--- config.mk ---
export PLATFORM = sky130hd
export DESIGN_NAME = vpu_axis
export DESIGN_NICKNAME = d
export VERILOG_FILES = /design/src/rtl/vpu_pkg.sv /design/src/rtl/vpu_axis.sv
export SDC_FILE = /design/constraint.sdc
export NUM_CORES = 2
export LEC_CHECK = 0
export ABC_CLOCK_PERIOD_IN_PS = 6100
export BUFFER_PORTS_ARGS = -buffer_cell sky130_fd_sc_hd__buf_2
export CAP_MARGIN = 20
export CORE_UTILIZATION = 55
export CTS_BUF_LIST = sky130_fd_sc_hd__clkbuf_8
export DETAILED_ROUTE_END_ITERATION = 8
export GPL_ROUTABILITY_DRIVEN = 0
export HOLD_SLACK_MARGIN = 0.15
export PLACE_DENSITY_LB_ADDON = 0.15
export RECOVER_POWER = 25
export SKIP_CTS_REPAIR_TIMING = 1
export SYNTH_ARGS = -nofsm -noshare
export SYNTH_HDL_FRONTEND = slang
export SYNTH_SLANG_ARGS = --single-unit
--- constraint.sdc ---
create_clock -name clock -period 6.1 [get_ports clock]
set_input_delay 0.305 -clock clock [delete_from_list [all_inputs] [get_ports clock]]
set_output_delay 0.305 -clock clock [all_outputs]
set_load 0.01 [all_outputs]
--- src/rtl/vpu_pkg.sv ---
// shared types and constants for the verlet position update block
// no dependencies; imported by every module of the block
`timescale 1ns / 1ps

package vpu_pkg;

   // default position width, signed fixed point with 16 fraction bits
   localparam int POS_WIDTH_DEF = 32;

   // pipeline depth of the datapath
   localparam int STAGES = 5;

   // register field widths
   localparam int FRICTION_W = 16;
   localparam int TSTEP_W    = 16;
   localparam int MODE_W     = 2;
   localparam int WORLD_W    = 31;
   localparam int DAMP_W     = 17;
   localparam int CSR_INDEX_W = 3;
   localparam int CSR_DATA_W  = 32;

   // reset values of the registers
   localparam logic [FRICTION_W-1:0] FRICTION_RST = 16'd0;
   localparam logic [TSTEP_W-1:0]    TSTEP_RST    = 16'd1092;
   localparam logic [WORLD_W-1:0]    WORLD_RST    = 31'd67108864;
   localparam logic [TSTEP_W-1:0]    DT2_RST      = TSTEP_W'((1092 * 1092) >> 16);
   localparam logic [DAMP_W-1:0]     DAMP_ONE     = 17'd65536;

   typedef enum logic [CSR_INDEX_W-1:0] {
      REG_FRICTION     = 3'd0,
      REG_TIME_STEP    = 3'd1,
      REG_BOUNDARY     = 3'd2,
      REG_WORLD_WIDTH  = 3'd3,
      REG_WORLD_HEIGHT = 3'd4
   } reg_index_type;

   typedef enum logic [MODE_W-1:0] {
      BMODE_BOUNCE = 2'd0,
      BMODE_WRAP   = 2'd1,
      BMODE_OPEN   = 2'd2
   } bmode_type;

   // settings shared by both axes
   typedef struct packed {
      logic [DAMP_W-1:0]  damp;   // 1 - friction, Q1.16
      logic [TSTEP_W-1:0] dt2;    // dt squared, Q0.16
      logic [MODE_W-1:0]  mode;
   } cfg_type;

endpackage

--- src/rtl/vpu_axis.sv ---
// one axis of the verlet update: five register stages from positions to bounded result
// depends on vpu_pkg
`timescale 1ns / 1ps

module vpu_axis
   import vpu_pkg::*;
#(
   parameter int POS_WIDTH = POS_WIDTH_DEF
) (
   input  logic                        clock,
   input  logic [STAGES-1:0]           en,
   input  cfg_type                     cfg,
   input  logic [POS_WIDTH-2:0]        world,
   input  logic signed [POS_WIDTH-1:0] cur,
   input  logic signed [POS_WIDTH-1:0] old,
   input  logic signed [POS_WIDTH-1:0] acc,
   output logic signed [POS_WIDTH-1:0] next_out,
   output logic signed [POS_WIDTH-1:0] back_out,
   output logic                        sat_out
);

   localparam int P = POS_WIDTH;
   localparam logic [P-1:0] PMAX = {1'b0, {(P-1){1'b1}}};
   localparam logic [P-1:0] PMIN = {1'b1, {(P-1){1'b0}}};

   function automatic logic [P:0] sat_add(input logic signed [P-1:0] a,
                                          input logic signed [P-1:0] b);
      logic signed [P:0] s;
      s = {a[P-1], a} + {b[P-1], b};
      if (s[P] != s[P-1]) begin
         return {1'b1, (s[P] ? PMIN : PMAX)};
      end
      return {1'b0, s[P-1:0]};
   endfunction

   function automatic logic [P:0] sat_sub(input logic signed [P-1:0] a,
                                          input logic signed [P-1:0] b);
      logic signed [P:0] s;
      s = {a[P-1], a} - {b[P-1], b};
      if (s[P] != s[P-1]) begin
         return {1'b1, (s[P] ? PMIN : PMAX)};
      end
      return {1'b0, s[P-1:0]};
   endfunction

   // stage 1: difference
   logic signed [P-1:0] diff1_ff, cur1_ff, acc1_ff;
   logic                sat1_ff;
   logic [P:0]          diff1_in;

   // stage 2: products
   logic signed [P-1:0] vel2_ff, acct2_ff, cur2_ff;
   logic                sat2_ff;
   logic signed [P+17:0] vprod;
   logic signed [P+16:0] aprod;

   // stage 3: velocity plus acceleration term
   logic signed [P-1:0] sum3_ff, vel3_ff, cur3_ff;
   logic                sat3_ff;
   logic [P:0]          sum3_in;

   // stage 4: new position
   logic signed [P-1:0] nxt4_ff, vel4_ff, cur4_ff;
   logic                sat4_ff;
   logic [P:0]          nxt4_in;

   // stage 5: boundary rule
   logic signed [P-1:0] next5_ff, back5_ff;
   logic                sat5_ff;
   logic signed [P-1:0] next5_in, back5_in;
   logic                sat5_in;
   logic signed [P-1:0] w_s;
   logic [P:0]          t_nxt, t_back;

   assign diff1_in = sat_sub(cur, old);

   always_ff @(posedge clock) begin
      if (en[0]) begin
         diff1_ff <= diff1_in[P-1:0];
         sat1_ff  <= diff1_in[P];
         cur1_ff  <= cur;
         acc1_ff  <= acc;
      end
   end

   // both scale factors are at most one, so the products never grow
   assign vprod = diff1_ff * $signed({1'b0, cfg.damp});
   assign aprod = acc1_ff * $signed({1'b0, cfg.dt2});

   always_ff @(posedge clock) begin
      if (en[1]) begin
         vel2_ff  <= vprod[P+15:16];
         acct2_ff <= aprod[P+15:16];
         cur2_ff  <= cur1_ff;
         sat2_ff  <= sat1_ff;
      end
   end

   assign sum3_in = sat_add(vel2_ff, acct2_ff);

   always_ff @(posedge clock) begin
      if (en[2]) begin
         sum3_ff <= sum3_in[P-1:0];
         vel3_ff <= vel2_ff;
         cur3_ff <= cur2_ff;
         sat3_ff <= sat2_ff | sum3_in[P];
      end
   end

   assign nxt4_in = sat_add(cur3_ff, sum3_ff);

   always_ff @(posedge clock) begin
      if (en[3]) begin
         nxt4_ff <= nxt4_in[P-1:0];
         vel4_ff <= vel3_ff;
         cur4_ff <= cur3_ff;
         sat4_ff <= sat3_ff | nxt4_in[P];
      end
   end

   assign w_s = {1'b0, world};

   always_comb begin
      next5_in = nxt4_ff;
      back5_in = cur4_ff;
      sat5_in  = sat4_ff;
      t_nxt    = '0;
      t_back   = '0;
      case (cfg.mode)
         BMODE_BOUNCE: begin
            if (nxt4_ff[P-1]) begin
               next5_in = '0;
               back5_in = vel4_ff;
            end else if (nxt4_ff > w_s) begin
               t_back   = sat_add(w_s, vel4_ff);
               next5_in = w_s;
               back5_in = t_back[P-1:0];
               sat5_in  = sat4_ff | t_back[P];
            end
         end
         BMODE_WRAP: begin
            if (nxt4_ff[P-1]) begin
               t_nxt    = sat_add(nxt4_ff, w_s);
               t_back   = sat_add(cur4_ff, w_s);
               next5_in = t_nxt[P-1:0];
               back5_in = t_back[P-1:0];
               sat5_in  = sat4_ff | t_nxt[P] | t_back[P];
            end else if (nxt4_ff >= w_s) begin
               t_nxt    = sat_sub(nxt4_ff, w_s);
               t_back   = sat_sub(cur4_ff, w_s);
               next5_in = t_nxt[P-1:0];
               back5_in = t_back[P-1:0];
               sat5_in  = sat4_ff | t_nxt[P] | t_back[P];
            end
         end
         default: begin
            // open edges and the unused code leave the result alone
         end
      endcase
   end

   always_ff @(posedge clock) begin
      if (en[4]) begin
         next5_ff <= next5_in;
         back5_ff <= back5_in;
         sat5_ff  <= sat5_in;
      end
   end

   assign next_out = next5_ff;
   assign back_out = back5_ff;
   assign sat_out  = sat5_ff;

endmodule

### Word-level counts from Yosys, hierarchy flattened

Cells that the tools add are included.

| word-level totals | value |
|---|---|
| output and inout bits | 65 |
| logic and storage cells | 121 |
| input bits | 168 |
| register bits | 453 |

| operators by class | value |
|---|---|
| eq/ne operators | 9 |
| mux-type cells | 73 |
| add/subtract/negate cells | 8 |
| reduce and logical (&&, ||, !) cells | 1 |
| bitwise operators | 7 |
| magnitude comparators | 2 |
| $mul | 2 |

Operators by type and width:

| cell | count |
|---|---|
| 2-to-1 mux 33 bit | 28 |
| 2-to-1 mux 32 bit | 15 |
| adder 32 x 32 -> 33 bit | 5 |
| one-hot mux 32 bit (2 select lines) | 2 |
| subtractor 32 x 32 -> 33 bit | 3 |
| 2-to-1 mux 31 bit | 2 |
| multiplier 32 x 17 -> 48 bit | 1 |
| multiplier 32 x 18 -> 48 bit | 1 |
| >= comparator 32 bit | 1 |
| greater-than comparator 32 bit | 1 |
| 2-to-1 mux 1 bit | 25 |
| != test 1 bit | 8 |
| bitwise OR 1 bit | 7 |
| equality test 2 x 1 -> 1 bit (second input constant) | 1 |
| zero test 2 bit | 1 |
| one-hot mux 1 bit (2 select lines) | 1 |

### Logic depth before layout (Yosys ltp)

| logic depth | value |
|---|---|
| word-level depth | 15 |
| gate-level depth with buffers | 27 |
| mapped depth without buffers | 26 |

### Worst setup path after synthesis

OpenSTA, ideal clock, no wires.

| timing | value |
|---|---|
| path kind | register to register |
| start | register acc1_ff[14] |
| end | register acct2_ff[25] (data pin) |
| required time | 5838 ps |
| slack | -510 ps |
| clock period less this slack | 6610 ps |
| buffers on the path | 1 |
| stages on the path, launching flop included | 25 |
| setup time | 262 ps |
| data arrival time | 6348 ps |
| path through | edfxtp_1 -> clkbuf_1 -> and2_1 -> fa_1 -> inv_1 -> fa_1 -> fa_1 -> inv_1 -> fa_1 -> fa_1 -> inv_1 -> fa_1 -> inv_1 -> ha_1 -> a21o_1 -> a21o_1 -> a2111oi_0 -> a21oi_1 -> a31oi_1 -> o211ai_1 -> nand3_1 -> nand2b_1 -> a221oi_1 -> o21bai_1 -> xor2_1 |

| between the ends | value |
|---|---|
| longest elaborated chain between the ends | 1 |

RTL lines:

| what | line | RTL |
|---|---|---|
| start, declared | vpu_axis.sv:47 | `logic signed [P-1:0] diff1_ff, cur1_ff, acc1_ff;` |
| start signal, assigned | vpu_axis.sv:82 | `acc1_ff <= acc;` |
| multiplier 32 x 17 -> 48 bit | vpu_axis.sv:88 | `assign aprod = acc1_ff * $signed({1'b0, cfg.dt2});` |
| net aprod[41] | vpu_axis.sv:55 | `logic signed [P+16:0] aprod;` |
| end signal, assigned | vpu_axis.sv:93 | `acct2_ff <= aprod[P+15:16];` |
| end, declared | vpu_axis.sv:52 | `logic signed [P-1:0] vel2_ff, acct2_ff, cur2_ff;` |

The timed path passes the listed nets, and every way through them passes these cells.
A chain may end at the register's enable or synchronous reset.

### Final worst setup path

| timing | value |
|---|---|
| start | register acc1_ff[7] |
| end | register acct2_ff[30] (data pin) |

Same word-level chain as after synthesis.

==> flow_metrics.py <==
metrics = {
    "synth": {
        "synthFlopType": "edfxtp_1",
        "yosysSeqAreaShare_pct": 20.9,
        "async_flop_share_pct": 0,
        "synth_cell_types": 104,
        "syn-num-nets": 8435,
        "yosysWarnings": 0,
        "syn-cell-area_mm2": 0.0651,
        "synth_cells": 6793,
        "avgSynthCellArea_um2": 9.58,
        "synth_edf_count": 453,
        "ys_ff_latch": 453,
    },
    "worst_setup_path": {
        "worstPathMaxFanout": 3,
        "crit_path_end_kind": "register",
        "worstSetupStartpointType": "register",
        "cp.required_ns": 6.58,
        "cpMostUsedCell": "fa_1",
        "critPathMaxStageDelay_ns": 0.60,
        "crit_type": "reg -> reg",
        "cp_top_family": "adder cells",
        "worstPathArrival_ns": 7.08,
        "cpMaxStageDelayCell": "fa_1",
        "cp.buffers_inverters": 6,
    },
    "drt": {
        "vias": 50615,
        "viasPerCell": 5.62,
        "drt-wirelength-per-cell_um": 19.6,
        "routed-wl-met2_mm": 83.5,
        "wl_met3_mm": 13.0,
        "drt-total-wl_mm": 176,
        "drt_pass1_iterations": 6,
        "ant_nets": 0,
        "drt-initial-drc-count": 3440,
        "wl_met1_mm": 73.3,
        "routed.top_layer": "met5",
        "drcViolationCount": 0,
    },
    "place": {
        "post-dp-hpwl_mm": 144,
        "numPortBuffers": 232,
        "placed_cell_area_mm2": 0.0707,
        "dp_cells": 8687,
    },
    "sta": {
        "fin_crit_ns": 6.60,
        "worst_pin_slew_ns": 3.45,
        "fin_crit_sh_pct": 108,
        "final-max-slew-violation-count": 88,
        "slew_headroom_pct": -130,
        "setup_viol": 38,
        "hold_viol": 0,
        "finClkSkew_ns": 0.0606,
        "worst_slack_ns": -0.504,
        "rsz0062_at_grt": "yes",
        "timing.fmax_ghz": 0.151,
    },
    "clock_network": {
        "cts_buffer_depth": 3,
        "clkLatencyLatePin_ns": 0.78,
        "cts_max_level": 3,
        "clock-sinks": 453,
        "cts_root_buffer": "clkbuf_8",
        "cts_inserted_buffers": 84,
        "cts_tree": "built",
        "clk_pin_slew_ns": 0.07,
    },
    "floorplanning": {
        "fp.dieW_um": 346,
        "core_area_mm2": 0.117,
        "start_util_pct": 55.8,
        "die_h_um": 346,
        "dieArea_mm2": 0.120,
        "num_io_pins": 233,
        "core.rowCount": 125,
    },
    "final_layout": {
        "finish.instance_area_mm2": 0.0749,
        "drive_above_1_share_pct": 14.5,
        "instances_no_fill": 9003,
        "final_core_util_pct": 64.2,
        "area_growth_pct": 15.1,
        "finish.net_count": 9058,
    },
    "global_route": {
        "antenna_found_initial": 7,
        "grt_first_pass_wirelength_mm": 275,
        "grt.overflow.total": 0,
        "grt_max_degree": 78,
        "grt_pass1_vias": 51254,
        "grt_util_all_layers_pct": 29.2,
    },
    "run_status": {
        "violations": "capacitance limit, slew limit, setup timing",
        "outcome": "finished, violations left",
    },
    "min_path": {
        "hold_class": "in -> reg",
    },
    "job": {
        "cap_viol_max_count": 2,
    },
}
## synth_stat cells, types with 69 or more instances
cell / number / area (um2)
a21o_1: 95 / 713
a21oi_1: 273 / 1370
and2_1: 540 / 3380
clkbuf_1: 239 / 897
edfxtp_1: 453 / 13600
fa_1: 997 / 20000
ha_1: 477 / 5970
inv_1: 1330 / 4990
nand2_1: 702 / 2640
nor2_1: 191 / 717
nor3_1: 69 / 345
o21ai_0: 208 / 1040
xnor2_1: 210 / 1840
xor2_1: 86 / 753
## metal layers
layer  GRT usage, %  vias to the layer above
met5              0                        -
met4           10.7                        2
met3           4.30                      377
met2           48.0                     1931
met1           39.3                    25209
li1               -                    23096
## layout make-up
class                   count  area (um2)
multi-input cells        4706       46300
inverters                1337        5020
repair buffers            834        6370
flip-flops and latches    453       13600
fillers                  9599       41800
diodes                      3        7.51
clock inverters            62         514
clock buffers              84        1160
well taps                1524        1910
## worst min-delay path, cell delays in order
cell and delay (ns):
buf_2 0.23, nand2_1 0.10, o21ai_0 0.10
## final timing paths
path                            depth (start not counted)  slack [ns]      endpoint         from
worst max-delay path                                   25       -0.50  acct2_ff[30]   acc1_ff[7]
worst min-delay path                                    3        0.17  next_out[31]       cfg[0]
worst max register to register                         25       -0.50  acct2_ff[30]   acc1_ff[7]
worst min register to register                          0        0.39   cur3_ff[15]  cur2_ff[15]
## kinds of logic after synthesis
family | Yosys count | share of synthesized area, %
multiplexers | 6 | 0.113
buffers and inverters | 1634 | 9.57
XOR/XNOR | 296 | 3.98
adder cells (fa/ha/maj) | 1481 | 40.0
flip-flops | 453 | 20.9
AND/OR/NAND/NOR | 1782 | 13.6
AO/OA/AOI/OAI | 1141 | 11.9
## state kept, by name, indices dropped and copies added, names as in the netlist
| name | flops |
|---|---|
| acc1_ff | 32 |
| acct2_ff | 32 |
| back_out | 32 |
| cur1_ff | 32 |
| cur2_ff | 32 |
| cur3_ff | 32 |
| cur4_ff | 32 |
| diff1_ff | 32 |
| next_out | 32 |
| nxt4_ff | 32 |
| sum3_ff | 32 |
| vel2_ff | 32 |
| vel3_ff | 32 |
| vel4_ff | 32 |
| sat1_ff | 1 |
| sat2_ff | 1 |
| sat3_ff | 1 |
| sat4_ff | 1 |
| sat_out | 1 |
## stage by stage
step | setup slack [ns] | hold slack, ns | setup TNS (ns)
after floorplan | -0.102 | 0.400 | -0.274
after global placement | -0.684 | 0.401 | -16.56
after detailed placement | -0.759 | 0.405 | -20.06
after CTS | -0.760 | -0.338 | -17.05
after global routing | -0.695 | 0.168 | -16.57
final | -0.504 | 0.174 | -8.95
## layout by cell type (no fill, tap or decap), types with 27 or more instances in the layout
master,n
edfxtp_1,453
buf_6,47
nand2b_1,42
nand2_1,692
a21oi_1,255
and3_1,31
buf_4,425
nor2b_1,40
xnor2_1,202
o21a_1,33
nor2_1,178
o31ai_1,30
and2_4,27
o21ai_1,38
fa_1,967
a31oi_1,28
dlygate4sd3_1,101
a22oi_1,32
a211oi_1,53
inv_1,1327
buf_2,198
ha_1,456
a221o_1,35
nor3_1,68
clkbuf_1,35
a221oi_1,28
nand3_1,62
a21o_1,95
and2_1,514
o21bai_1,57
o211ai_1,38
fa_2,30
o21ai_0,201
clkbuf_8,84
xor2_1,81
Power is not shown: default switching activity piles up to over one toggle a cycle in this logic, so the estimate is an artifact.
